`src/hdl/sapb_pkg.sv`:
```
package sapb_pkg;

  localparam int CHANNELS_DEF = 6;
  localparam int FRACTION_BITS_DEF = 12;
  localparam int MAX_CHANNELS = 8;

  localparam int CFG_DW = 64;
  localparam int CFG_AW = 6;
  localparam int REG_IDX_W = 3;
  localparam int SET_W = 48;
  localparam int SET_REGS = 6;
  localparam int MASK_W = 6;
  localparam int FIELD_W = 12;

  localparam logic [SET_W-1:0] SETTINGS_RESET = 48'h5DC76C44C19A;
  localparam logic [MASK_W-1:0] MASK_RESET = 6'h3F;
  localparam logic [REG_IDX_W-1:0] REG_MASK = 3'd6;

  localparam int OP_W = 4;
  localparam logic [OP_W-1:0] OP_INIT = 4'd0;
  localparam logic [OP_W-1:0] OP_INC = 4'd1;
  localparam logic [OP_W-1:0] OP_DEC = 4'd2;
  localparam logic [OP_W-1:0] OP_MIN = 4'd3;
  localparam logic [OP_W-1:0] OP_MAX = 4'd4;
  localparam logic [OP_W-1:0] OP_MIN_TOG = 4'd5;
  localparam logic [OP_W-1:0] OP_MAX_TOG = 4'd6;
  localparam logic [OP_W-1:0] OP_CENTER = 4'd7;
  localparam logic [OP_W-1:0] OP_REFRESH = 4'd8;

  typedef struct packed {
    logic load_cmd;
    logic load_run;
    logic apply;
    logic ptr_next;
    logic div_start;
    logic div_step;
    logic init_write;
    logic mul_load;
    logic emit;
  } dp_cmd_t;

  typedef struct packed {
    logic ptr_enabled;
    logic ptr_at_end;
    logic div_done;
  } dp_status_t;

endpackage

```
`src/hdl/sapb_regs.sv`:
```
module sapb_regs #(
  parameter int NUM_SLOTS = sapb_pkg::SET_REGS
) (
  input  logic                                        clk,
  input  logic                                        rst_n,
  input  logic                                        psel,
  input  logic                                        penable,
  input  logic                                        pwrite,
  input  logic [sapb_pkg::CFG_AW-1:0]                 paddr,
  input  logic [sapb_pkg::CFG_DW-1:0]                 pwdata,
  output logic [sapb_pkg::CFG_DW-1:0]                 prdata,
  output logic                                        pready,
  output logic [NUM_SLOTS-1:0][sapb_pkg::SET_W-1:0]   settings,
  output logic [sapb_pkg::MASK_W-1:0]                 enable_mask
);

  logic [NUM_SLOTS-1:0][sapb_pkg::SET_W-1:0] settings_r;
  logic [sapb_pkg::MASK_W-1:0]               mask_r;
  logic [sapb_pkg::REG_IDX_W-1:0]            ridx;
  logic                                      wr;

  assign ridx   = paddr[sapb_pkg::CFG_AW-1:sapb_pkg::CFG_AW-sapb_pkg::REG_IDX_W];
  assign wr     = psel & penable & pwrite;
  assign pready = 1'b1;

  always_ff @(posedge clk) begin
    if (!rst_n) begin
      for (int i = 0; i < NUM_SLOTS; i++) begin
        settings_r[i] <= sapb_pkg::SETTINGS_RESET;
      end
      mask_r <= sapb_pkg::MASK_RESET;
    end else if (wr) begin
      if (ridx == sapb_pkg::REG_MASK) begin
        mask_r <= pwdata[sapb_pkg::MASK_W-1:0];
      end else if (int'(ridx) < sapb_pkg::SET_REGS) begin
        settings_r[ridx] <= pwdata[sapb_pkg::SET_W-1:0];
      end
    end
  end

  always_comb begin
    prdata = '0;
    case (ridx)
      sapb_pkg::REG_MASK: begin
        prdata = sapb_pkg::CFG_DW'(mask_r);
      end
      default: begin
        if (int'(ridx) < sapb_pkg::SET_REGS) begin
          prdata = sapb_pkg::CFG_DW'(settings_r[ridx]);
        end
      end
    endcase
  end

  assign settings    = settings_r;
  assign enable_mask = mask_r;

endmodule

```
`src/hdl/sapb_ctrl.sv`:
```
module sapb_ctrl (
  input  logic                        clk,
  input  logic                        rst_n,
  input  logic                        start,
  input  logic [sapb_pkg::OP_W-1:0]   in_operation,
  input  sapb_pkg::dp_status_t        status,
  output sapb_pkg::dp_cmd_t           cmd,
  output logic                        busy
);

  localparam logic [2:0] S_IDLE = 3'd0;
  localparam logic [2:0] S_CMD  = 3'd1;
  localparam logic [2:0] S_SCAN = 3'd2;
  localparam logic [2:0] S_DIV  = 3'd3;
  localparam logic [2:0] S_WR   = 3'd4;
  localparam logic [2:0] S_MUL  = 3'd5;
  localparam logic [2:0] S_OUT  = 3'd6;

  logic [2:0] state_r, state_nxt;
  logic       init_r, init_nxt;

  always_ff @(posedge clk) begin
    if (!rst_n) begin
      state_r <= S_IDLE;
      init_r  <= 1'b0;
    end else begin
      state_r <= state_nxt;
      init_r  <= init_nxt;
    end
  end

  always_comb begin
    state_nxt = state_r;
    init_nxt  = init_r;
    cmd       = '0;
    case (state_r)
      S_IDLE: begin
        if (start) begin
          case (in_operation)
            sapb_pkg::OP_INIT: begin
              cmd.load_run = 1'b1;
              init_nxt     = 1'b1;
              state_nxt    = S_SCAN;
            end
            sapb_pkg::OP_REFRESH: begin
              cmd.load_run = 1'b1;
              init_nxt     = 1'b0;
              state_nxt    = S_SCAN;
            end
            sapb_pkg::OP_INC, sapb_pkg::OP_DEC, sapb_pkg::OP_MIN, sapb_pkg::OP_MAX,
            sapb_pkg::OP_MIN_TOG, sapb_pkg::OP_MAX_TOG, sapb_pkg::OP_CENTER: begin
              cmd.load_cmd = 1'b1;
              state_nxt    = S_CMD;
            end
            default: begin
            end
          endcase
        end
      end
      S_CMD: begin
        cmd.apply = 1'b1;
        state_nxt = S_IDLE;
      end
      S_SCAN: begin
        if (status.ptr_enabled) begin
          if (init_r) begin
            cmd.div_start = 1'b1;
            state_nxt     = S_DIV;
          end else begin
            state_nxt = S_MUL;
          end
        end else if (status.ptr_at_end) begin
          state_nxt = S_IDLE;
        end else begin
          cmd.ptr_next = 1'b1;
        end
      end
      S_DIV: begin
        cmd.div_step = 1'b1;
        if (status.div_done) begin
          state_nxt = S_WR;
        end
      end
      S_WR: begin
        cmd.init_write = 1'b1;
        state_nxt      = S_MUL;
      end
      S_MUL: begin
        cmd.mul_load = 1'b1;
        state_nxt    = S_OUT;
      end
      S_OUT: begin
        cmd.emit = 1'b1;
        if (status.ptr_at_end) begin
          state_nxt = S_IDLE;
        end else begin
          cmd.ptr_next = 1'b1;
          state_nxt    = S_SCAN;
        end
      end
      default: begin
        state_nxt = S_IDLE;
      end
    endcase
  end

  assign busy = (state_r != S_IDLE);

endmodule

```
`src/hdl/sapb_dpath.sv`:
```
module sapb_dpath #(
  parameter int CHANNELS      = sapb_pkg::CHANNELS_DEF,
  parameter int FRACTION_BITS = sapb_pkg::FRACTION_BITS_DEF
) (
  input  logic                                       clk,
  input  logic                                       rst_n,
  input  sapb_pkg::dp_cmd_t                          cmd,
  output sapb_pkg::dp_status_t                       status,
  input  logic [sapb_pkg::OP_W-1:0]                  in_operation,
  input  logic [7:0]                                 in_actuator_index,
  input  logic [CHANNELS-1:0][sapb_pkg::SET_W-1:0]   chan_settings,
  input  logic [sapb_pkg::MASK_W-1:0]                enable_mask,
  output logic                                       out_valid,
  output logic [2:0]                                 out_channel_index,
  output logic [11:0]                                out_pulse_width_us,
  output logic                                       out_last_of_run
);

  localparam int FB   = FRACTION_BITS;
  localparam int PW   = FB + 1;
  localparam int CW   = (CHANNELS > 1) ? $clog2(CHANNELS) : 1;
  localparam int SW   = ((PW > sapb_pkg::FIELD_W) ? PW : sapb_pkg::FIELD_W) + 1;
  localparam int PRW  = PW + 14;
  localparam int DCW  = $clog2(FB);
  localparam int ONE    = 1 << FB;
  localparam int CENTER = ONE / 2;
  localparam int LOW_TH = (2 * ONE) / 5;
  localparam int HIGH_TH = (3 * ONE + 4) / 5;

  logic [PW-1:0]               pos_r [CHANNELS];
  logic [CW-1:0]               ptr_r;
  logic [sapb_pkg::OP_W-1:0]   op_r;
  logic                        idx_ok_r;
  logic [11:0]                 rem_r;
  logic [FB-1:0]               quo_r;
  logic [DCW-1:0]              cnt_r;
  logic                        zero_r;
  logic                        big_r;
  logic signed [PRW-1:0]       prod_r;
  logic                        out_valid_r;
  logic [2:0]                  out_chan_r;
  logic [11:0]                 out_pw_r;
  logic                        out_last_r;

  logic [sapb_pkg::SET_W-1:0]      cur;
  logic [11:0]                     step, lo, hi, tr;
  logic [PW-1:0]                   pos;
  logic [PW-1:0]                   pos_nxt;
  logic                            pos_we;
  logic [sapb_pkg::MAX_CHANNELS-1:0] mask_ext;
  logic [CHANNELS-1:0]             en_vec;
  logic [CHANNELS-1:0]             above;
  logic idx_ok;
  logic signed [12:0]              n_s, d_s;
  logic [11:0]                     an, ad;
  logic [12:0]                     trial;
  logic signed [PW:0]              pos_s;
  logic signed [PRW-1:0]           bias, adj, qfull;
  logic [SW-1:0]                   sum, diff;

  assign cur  = chan_settings[ptr_r];
  assign step = cur[11:0];
  assign lo   = cur[23:12];
  assign hi   = cur[35:24];
  assign tr   = cur[47:36];
  assign pos  = pos_r[ptr_r];

  assign mask_ext = sapb_pkg::MAX_CHANNELS'(enable_mask);
  assign en_vec   = mask_ext[CHANNELS-1:0];
  assign above    = (en_vec >> 1) >> ptr_r;
  assign idx_ok   = (in_actuator_index < 8'(CHANNELS));

  assign status.ptr_enabled = en_vec[ptr_r];
  assign status.ptr_at_end  = (ptr_r == CW'(CHANNELS - 1));
  assign status.div_done    = (cnt_r == DCW'(FB - 1));

  assign n_s   = {1'b0, tr} - {1'b0, lo};
  assign d_s   = {1'b0, hi} - {1'b0, lo};
  assign an    = n_s[12] ? 12'(-n_s) : n_s[11:0];
  assign ad    = d_s[12] ? 12'(-d_s) : d_s[11:0];
  assign trial = {rem_r, 1'b0};

  assign pos_s = {1'b0, pos};
  assign bias  = prod_r[PRW-1] ? PRW'(ONE - 1) : '0;
  assign adj   = prod_r + bias;
  assign qfull = adj >>> FB;

  assign sum  = SW'(pos) + SW'(step);
  assign diff = SW'(pos) - SW'(step);

  always_comb begin
    pos_nxt = pos;
    pos_we  = 1'b0;
    if (cmd.init_write) begin
      pos_we = 1'b1;
      if (zero_r) begin
        pos_nxt = '0;
      end else if (big_r) begin
        pos_nxt = PW'(ONE);
      end else begin
        pos_nxt = {1'b0, quo_r};
      end
    end else if (cmd.apply && idx_ok_r) begin
      pos_we = 1'b1;
      case (op_r)
        sapb_pkg::OP_INC: begin
          pos_nxt = (sum > SW'(ONE)) ? PW'(ONE) : PW'(sum);
        end
        sapb_pkg::OP_DEC: begin
          pos_nxt = (SW'(pos) < SW'(step)) ? '0 : PW'(diff);
        end
        sapb_pkg::OP_MIN: begin
          pos_nxt = '0;
        end
        sapb_pkg::OP_MAX: begin
          pos_nxt = PW'(ONE);
        end
        sapb_pkg::OP_MIN_TOG: begin
          pos_nxt = (pos < PW'(LOW_TH)) ? PW'(CENTER) : '0;
        end
        sapb_pkg::OP_MAX_TOG: begin
          pos_nxt = (pos >= PW'(HIGH_TH)) ? PW'(CENTER) : PW'(ONE);
        end
        sapb_pkg::OP_CENTER: begin
          pos_nxt = PW'(CENTER);
        end
        default: begin
          pos_we = 1'b0;
        end
      endcase
    end
  end

  always_ff @(posedge clk) begin
    if (!rst_n) begin
      for (int i = 0; i < CHANNELS; i++) begin
        pos_r[i] <= '0;
      end
      ptr_r       <= '0;
      op_r        <= sapb_pkg::OP_INIT;
      idx_ok_r    <= 1'b0;
      cnt_r       <= '0;
      out_valid_r <= 1'b0;
    end else begin
      if (pos_we) begin
        pos_r[ptr_r] <= pos_nxt;
      end
      if (cmd.load_cmd) begin
        op_r     <= in_operation;
        idx_ok_r <= idx_ok;
        ptr_r    <= idx_ok ? in_actuator_index[CW-1:0] : '0;
      end else if (cmd.load_run) begin
        ptr_r <= '0;
      end else if (cmd.ptr_next) begin
        ptr_r <= ptr_r + 1'b1;
      end
      if (cmd.div_start) begin
        cnt_r <= '0;
      end else if (cmd.div_step) begin
        cnt_r <= cnt_r + 1'b1;
      end
      out_valid_r <= cmd.emit;
    end
  end

  always_ff @(posedge clk) begin
    if (cmd.div_start) begin
      zero_r <= (d_s == 13'sd0) || (n_s == 13'sd0) || (n_s[12] != d_s[12]);
      big_r  <= (an >= ad);
      rem_r  <= an;
      quo_r  <= '0;
    end else if (cmd.div_step) begin
      if (trial >= {1'b0, ad}) begin
        rem_r <= 12'(trial - {1'b0, ad});
        quo_r <= {quo_r[FB-2:0], 1'b1};
      end else begin
        rem_r <= trial[11:0];
        quo_r <= {quo_r[FB-2:0], 1'b0};
      end
    end
    if (cmd.mul_load) begin
      prod_r <= d_s * pos_s;
    end
    if (cmd.emit) begin
      out_chan_r <= 3'(ptr_r);
      out_pw_r   <= lo + qfull[11:0];
      out_last_r <= ~|above;
    end
  end

  assign out_valid          = out_valid_r;
  assign out_channel_index  = out_chan_r;
  assign out_pulse_width_us = out_pw_r;
  assign out_last_of_run    = out_last_r;

endmodule

```
`src/hdl/servo_actuator_position_bank_unit.sv`:
```
// Servo actuator position bank. Commands 1 to 7 (step, jump, toggle, center) are accepted
// when start is high and busy low, and keep busy high for one update cycle. Refresh and
// initialize walk the channels in order: a disabled channel is skipped, an enabled channel
// passes through select, multiply and output on refresh and through select, divide, write,
// multiply and output on initialize, where the position comes from a restoring divider that
// retires one quotient bit per cycle. Each result is shown for one cycle under out_valid, the
// cycle after its output step; the receiver cannot stall, so results must be taken as they
// appear. Unknown operation codes are accepted and do nothing.
module servo_actuator_position_bank_unit #(
  parameter int CHANNELS      = sapb_pkg::CHANNELS_DEF,
  parameter int FRACTION_BITS = sapb_pkg::FRACTION_BITS_DEF
) (
  input  logic                        clk,
  input  logic                        rst_n,
  input  logic                        start,
  output logic                        busy,
  input  logic [sapb_pkg::OP_W-1:0]   in_operation,
  input  logic [7:0]                  in_actuator_index,
  output logic                        out_valid,
  output logic [2:0]                  out_channel_index,
  output logic [11:0]                 out_pulse_width_us,
  output logic                        out_last_of_run,
  input  logic                        psel,
  input  logic                        penable,
  input  logic                        pwrite,
  input  logic [sapb_pkg::CFG_AW-1:0] paddr,
  input  logic [sapb_pkg::CFG_DW-1:0] pwdata,
  output logic [sapb_pkg::CFG_DW-1:0] prdata,
  output logic                        pready
);

  localparam int NUM_SLOTS = (CHANNELS > sapb_pkg::SET_REGS) ? CHANNELS : sapb_pkg::SET_REGS;

  logic [NUM_SLOTS-1:0][sapb_pkg::SET_W-1:0] settings;
  logic [sapb_pkg::MASK_W-1:0]               enable_mask;
  sapb_pkg::dp_cmd_t                         cmd;
  sapb_pkg::dp_status_t                      status;

  sapb_regs #(
    .NUM_SLOTS(NUM_SLOTS)
  ) u_regs (
    .clk        (clk),
    .rst_n      (rst_n),
    .psel       (psel),
    .penable    (penable),
    .pwrite     (pwrite),
    .paddr      (paddr),
    .pwdata     (pwdata),
    .prdata     (prdata),
    .pready     (pready),
    .settings   (settings),
    .enable_mask(enable_mask)
  );

  sapb_ctrl u_ctrl (
    .clk         (clk),
    .rst_n       (rst_n),
    .start       (start),
    .in_operation(in_operation),
    .status      (status),
    .cmd         (cmd),
    .busy        (busy)
  );

  sapb_dpath #(
    .CHANNELS     (CHANNELS),
    .FRACTION_BITS(FRACTION_BITS)
  ) u_dpath (
    .clk               (clk),
    .rst_n             (rst_n),
    .cmd               (cmd),
    .status            (status),
    .in_operation      (in_operation),
    .in_actuator_index (in_actuator_index),
    .chan_settings     (settings[CHANNELS-1:0]),
    .enable_mask       (enable_mask),
    .out_valid         (out_valid),
    .out_channel_index (out_channel_index),
    .out_pulse_width_us(out_pulse_width_us),
    .out_last_of_run   (out_last_of_run)
  );

endmodule

```
`config.mk`:
```
export PLATFORM = sky130hd
export DESIGN_NAME = servo_actuator_position_bank_unit
export DESIGN_NICKNAME = d
export VERILOG_FILES = /design/src/hdl/sapb_pkg.sv /design/src/hdl/sapb_regs.sv /design/src/hdl/sapb_ctrl.sv /design/src/hdl/sapb_dpath.sv /design/src/hdl/servo_actuator_position_bank_unit.sv
export SDC_FILE = /design/constraint.sdc
export NUM_CORES = 2
export LEC_CHECK = 0
export BUFFER_PORTS_ARGS = -buffer_cell sky130_fd_sc_hd__buf_2
export CAP_MARGIN = 20
export CORE_MARGIN = 2
export CORE_UTILIZATION = 30
export CTS_CLUSTER_SIZE = 28
export DETAILED_ROUTE_END_ITERATION = 8
export PLACE_DENSITY = 0.43
export SETUP_SLACK_MARGIN = 0.3
export SYNTH_ARGS = -nofsm -noshare
export SYNTH_HDL_FRONTEND = slang
export SYNTH_SLANG_ARGS = --single-unit
```
`constraint.sdc`:
```
create_clock -name clk -period 13.37 [get_ports clk]
set_clock_uncertainty 0.05 [all_clocks]
set_input_delay 1.337 -clock clk [delete_from_list [all_inputs] [get_ports clk]]
set_output_delay 1.337 -clock clk [all_outputs]
set_load 0.01 [all_outputs]
```
---- Word level (Yosys, flattened, before mapping) ----
Memories as Yosys holds them, arrays and structs flattened. A register that Yosys moved wholly into a read port is not among the register bits.
Cells that the tools add are included.
W data, S select, Z words.
cells by class
  add/subtract/negate cells ............... 11
  multipliers ............................. 1
  order comparisons ....................... 11
  equal/unequal tests ..................... 29
  shifts and indexed selects .............. 1
  multiplexer cells ....................... 67
  bitwise gates (word level) .............. 4
  reductions and logical operators ........ 23
operators by type and width
  operator                number
  $bmux W48 S3            2
  $bwmux W288             1
  $mux W48                4
  $demux W48 S3           1
  $mux W13                8
  $pmux W13 S7            1
  $mux W12                7
  $mux W64                1
  $mux W3                 12
  $eq A4 B3 Y1 const B    8
  $mul A13 B14 Y27        1
  $logic_not A13 Y1       2
  $sub A12 B12 Y13        2
  $add A24 B24 Y24        1
  $neg A12 Y12            2
  $mux W1                 22
  $pmux W3 S6             1
  $eq A4 B2 Y1 const B    4
  $eq A3 B3 Y1 const B    5
  $add A13 B12 Y14        1
  $gt A14 B13 Y1 const B  1
  $reduce_or A7 Y1        2
  $ge A13 B12 Y1          1
  $ge A13 B12 Y1 const B  1
  other kinds (39)        56
storage, ports and cells
  bits in registers ....................... 380
  memory bits (writable) .................. 78
  input port bits ......................... 88
  output and inout bits ................... 83
  logic and storage cells ................. 170
  memories ................................ 1
memories
  memory         depth  width  read ports  clocked after memory_dff  write ports  RTL line          text
  u_dpath.pos_r  6      13     1           1                         6            sapb_dpath.sv:30  logic [PW-1:0] pos_r [CHANNELS];

---- Logic depth before layout (Yosys ltp) ----
  word-level depth ........................ 10
  gate-level depth with buffers ........... 39
  mapped depth without buffers ............ 35

---- Modules after synthesis ----
A second synthesis with hierarchy kept.
unflattened totals
  cells, all modules ...................... 3,538
  area, all modules ....................... 34,443.0 um^2
by module, submodules not included
  module      times used  cells each  area each (um^2)  seq. area each (um^2)
  sapb_dpath  1           2,116       20,664.8          5,335.1
  sapb_regs   1           1,377       13,445.4          5,885.6
  sapb_ctrl   1           45          332.8             80.1

---- Least setup slack after synthesis ----
Ideal clock, no wire load.
  path kind ............................... reg-to-reg
  start ................................... reg u_dpath.ptr_r[0]
  end ..................................... reg u_dpath.prod_r[23], data pin
  setup time .............................. 266 ps
  data arrival time ....................... 9,549 ps
  setup slack ............................. 3,505 ps
  stages on the path, launching flop included .. 35
  path through ............................ dfxtp_1 > clkbuf_1 > buf_2 > buf_1 > mux4_2 > a21oi_1 > ha_1 > inv_1 > fa_1 > a211oi_1 > nor3b_1 > o21a_1 > o41ai_2 > a2bb2oi_1 > and2b_1 > xnor2_1 > clkbuf_1 > nand2_1 > fa_1 > fa_1 > inv_1 > fa_1 > fa_1 > fa_1 > inv_1 > fa_1 > inv_1 > ha_1 > a21oi_1 > o21a_1 > a31oi_1 > and2_1 > a2111oi_0 > nor3_1 > xor2_1
between the ends
  cells in the longest elaborated chain, start to end .. 4
RTL lines
  item                            RTL line           text
  start: declaration              sapb_dpath.sv:31   logic [CW-1:0] ptr_r;
  start signal: assignment        sapb_dpath.sv:151  ptr_r <= idx_ok ? in_actuator_index[CW-1:0] : '0;
  start signal: assignment        sapb_dpath.sv:155  ptr_r <= ptr_r + 1'b1;
  $bmux W48 S3                    sapb_dpath.sv:61   assign cur = chan_settings[ptr_r];
  $mux W48 (implied by the code)  sapb_dpath.sv:61
  $sub A12 B12 Y13                sapb_dpath.sv:78   assign d_s = {1'b0, hi} - {1'b0, lo};
  $mul A13 B14 Y27                sapb_dpath.sv:182  prod_r <= d_s * pos_s;
  end signal: assignment          sapb_dpath.sv:182
  end: declaration                sapb_dpath.sv:39   logic signed [PRW-1:0] prod_r;
Every way passes these cells. The select of a mux whose other input is x is not followed.
A chain may end at the register's enable or synchronous reset.

---- Worst setup path in the final report ----
  start ................................... reg u_dpath.ptr_r[0]
  end ..................................... reg u_dpath.prod_r[26], data pin
Same word-level chain as after synthesis.

==> results.sh <==
export IMPL_status="completed"
export IMPL_cellLeakagePower_nw=15.2
export IMPL_ant_nets=0
export IMPL_path_buf_inv=6
export IMPL_syn_avg_cell_area_um2=8.64
export IMPL_seqPwrFrac_pct=28.7
export IMPL_fin_area_mm2=0.0375
export IMPL_cp_max_fo=20
export IMPL_fin_crit_sh_pct=77.8
export IMPL_synthXorXnorAreaFrac_pct=2.89
export IMPL_die_area_mm2=0.114
export IMPL_synth_async_reset_ratio_pct=0
export IMPL_cts_setup_buffers=0
export IMPL_dr_pass1_iters=5
export IMPL_rows=122
export IMPL_ys_ff_latch=485
export IMPL_cts_root_buf="clkbuf_16"
export IMPL_synth_edf_count=159
export IMPL_die_x_um=337
export IMPL_synth_cell_type_count=84
export IMPL_yosys_warnings=0
export IMPL_cts_buffers=59
export IMPL_nNetsFinal=4304
export IMPL_crit_required_ns=13.71
export IMPL_synth_compound_area_share_pct=12.2
export IMPL_layout_commonest_cell="nand2_1"
export IMPL_cts_tree="done"
export IMPL_io_pin_count=171
export IMPL_crit_type="reg2reg"
export IMPL_overflow=0
export IMPL_fmax_mhz=96.2
export IMPL_critPathSlowestCell="dfxtp_4"
export IMPL_drv_cap=0
export IMPL_seq_area_frac_synth_pct=33.9
export IMPL_finalHoldViolCount=0
export IMPL_cpPeakStageDelay_ns=0.66
export IMPL_htree_levels=2
export IMPL_clock_path_buffers=3
export IMPL_hold_class="reg2reg"
export IMPL_crit_family="adder cells"
export IMPL_cts_hold_buffers=0
export IMPL_chipHeight_um=337
export IMPL_power_switching_mw=2.15
export IMPL_start_kind="register"
export IMPL_clock_sinks=485
export IMPL_gp_congestion=0.822
export IMPL_rrSetupSlack_ns=2.97
export IMPL_track_usage_pct=20.3
export IMPL_fin_crit_ns=10.40
export IMPL_internal_power_mw=3.63
export IMPL_p_per_area_mw_per_mm2=154
export IMPL_wire_per_inst_um=21.3
export IMPL_syn_area_mm2=0.0334
export IMPL_start_util_pct=30.2
export IMPL_synth_top_flop_cell="dfxtp_1"
export IMPL_synth_top_family_by_area="simple AND/OR/NAND/NOR gates"
export IMPL_worst_pin_slew_ns=1.02
export IMPL_synthAdderAreaFrac_pct=14.9
export IMPL_clk_pin_slew_ns=0.06
export IMPL_cts_resized=0
export IMPL_p_comb_share_pct=42.8
export IMPL_grt_pass1_vias=27400
export IMPL_finalSetupTns_ns=0
export IMPL_post_synth_and_or_nand_nor_area_fraction_pct=19.8
export IMPL_viasPerCell=5.07
export IMPL_layout_common_cells="nand2_1 (846), a21oi_1 (374), dfxtp_1 (321), nor2_1 (289), inv_1 (212)"
export IMPL_place_area_mm2=0.0355
export IMPL_synth_cells=3862
export IMPL_pwr_share_clk_pct=28.6
export IMPL_drc=0
export IMPL_antenna_found_initial=10
export IMPL_area_delta_synth_final_pct=12.5
export IMPL_cp_end_kind="register"
export IMPL_vias=27500
export IMPL_slew_violations=0
export IMPL_drt_initial_drc_count=1894
export IMPL_core_area_mm2=0.111
export IMPL_grt_pass1_wl_um=176000
export IMPL_maxSlewHeadroom_pct=31.7
export IMPL_grt_max_degree=99
export IMPL_wl_um=115000
export IMPL_hpwl_um=78400
export IMPL_crit_top_cell="fa_1"
export IMPL_final_layout_size_suffix_gt1_share_pct=11.5
export IMPL_ir_drop_v=0.000159
export IMPL_cp_arrival_ns=10.73
export IMPL_io_buffers=134
export IMPL_p_sw_share_pct=37.2
export IMPL_muxShareOfSynthArea_pct=10.7
export IMPL_setup_viol=0
export IMPL_rsz0062_at_grt="no"
export IMPL_clkLatencyLatePin_ns=0.68
-- logic make-up after synthesis --
logic type | count (synthesis)
xor+xnor | 110
fa+ha+maj | 321
simple gates | 1554
compound gates | 681
mux | 242
flops | 485
other cells | 2
buf+inv | 467
-- worst register-to-register path, delay by kind of cell, from the launching register on --
family,cells,cell delay (ns)
fa+ha+maj,9,4.27
compound gates,11,3.02
buf+inv,6,0.85
flops,1,0.66
mux,1,0.54
simple gates,4,0.45
xor+xnor,2,0.26
-- path summary, 6_finish.rpt --
check	from	to	depth (start not counted)
worst min-delay path	u_dpath.quo_r[11]	u_dpath.quo_r[11]	2
worst max-delay path	u_dpath.ptr_r[0]	u_dpath.prod_r[26]	33
worst max register to register	u_dpath.ptr_r[0]	u_dpath.prod_r[26]	33
worst min register to register	u_dpath.quo_r[11]	u_dpath.quo_r[11]	2
-- layout make-up --
| cell class | count | area (µm²) |
|---|---|---|
| antenna | 5 | 12.5 |
| clock buffer | 86 | 1730 |
| clock inverter | 19 | 219 |
| fill | 11700 | 73000 |
| inverter | 217 | 820 |
| multi-input combinational | 2925 | 20300 |
| sequential | 485 | 11300 |
| tap | 1488 | 1860 |
| timing repair buffer | 207 | 1230 |
-- state kept, by name, summed over array words and instances (netlist names), named ones only --
signal	count
u_dpath.ptr_r	3
u_dpath.zero_r	1
u_dpath.rem_r	12
u_dpath.pos_r	104
u_ctrl.state_r	3
u_regs.enable_mask	6
u_regs.settings	288
u_dpath.cnt_r	4
u_ctrl.init_r	1
u_dpath.out_valid	1
u_dpath.out_pulse_width_us	12
u_dpath.out_channel_index	3
u_dpath.out_last_of_run	1
u_dpath.op_r	4
u_dpath.idx_ok_r	1
u_dpath.quo_r	12
u_dpath.big_r	1
u_dpath.prod_r	25
-- power by group through the flow --
stage               combinational [mW]  clock, mW  sequential, mW
finish                            2.47       1.65            1.65
global placement                  2.52          0            1.69
global route                      2.88       1.75            1.66
detailed placement                2.49          0            1.69
floorplan                         1.91          0            1.68
CTS                               2.52       1.69            1.65
-- per-layer routing --
layer  track usage [%]  vias to the layer above  wire length (µm)
li1                  -                    13300                 -
met1              27.3                    13500             52600
met2              34.6                      563             54900
met3              2.75                      122              5570
met4              4.54                       12              2300
met5                 0                        -                75
-- cell usage after synthesis, types with 24 or more instances --
library cell	instances	area share, %
nand3_1	179	2.7
xor2_1	38	1.0
nor3_1	61	0.92
buf_4	24	0.54
nor2_1	294	3.3
dfxtp_1	326	20
mux4_2	89	6.0
fa_1	127	7.6
clkbuf_1	192	2.2
mux2i_1	137	4.1
nand2b_1	28	0.53
and2_1	52	0.98
a21oi_1	374	5.6
ha_1	194	7.3
edfxtp_1	159	14
nand2_1	847	9.5
xnor2_1	72	1.9
inv_1	213	2.4
a211oi_1	58	1.3
buf_1	24	0.27
o21ai_0	95	1.4
-- metrics by stage --
step / std cells / total power [mW] / setup slack (ns) / hold WS [ns] / util, %
CTS: 5426 / 5.86 / 2.89 / 0.414 / 33.9
global route: 5428 / 6.28 / 2.30 / 0.433 / 33.9
finish: 5432 / 5.78 / 2.97 / 0.414 / 33.9
floorplan: 3877 / 3.59 / 3.51 / 0.382 / -
detailed placement: 5321 / 4.18 / 2.95 / 0.407 / 32.2
global placement: 5318 / 4.21 / 2.87 / 0.401 / 32.1
No activity file was read; power rests on OpenSTA's default activity.
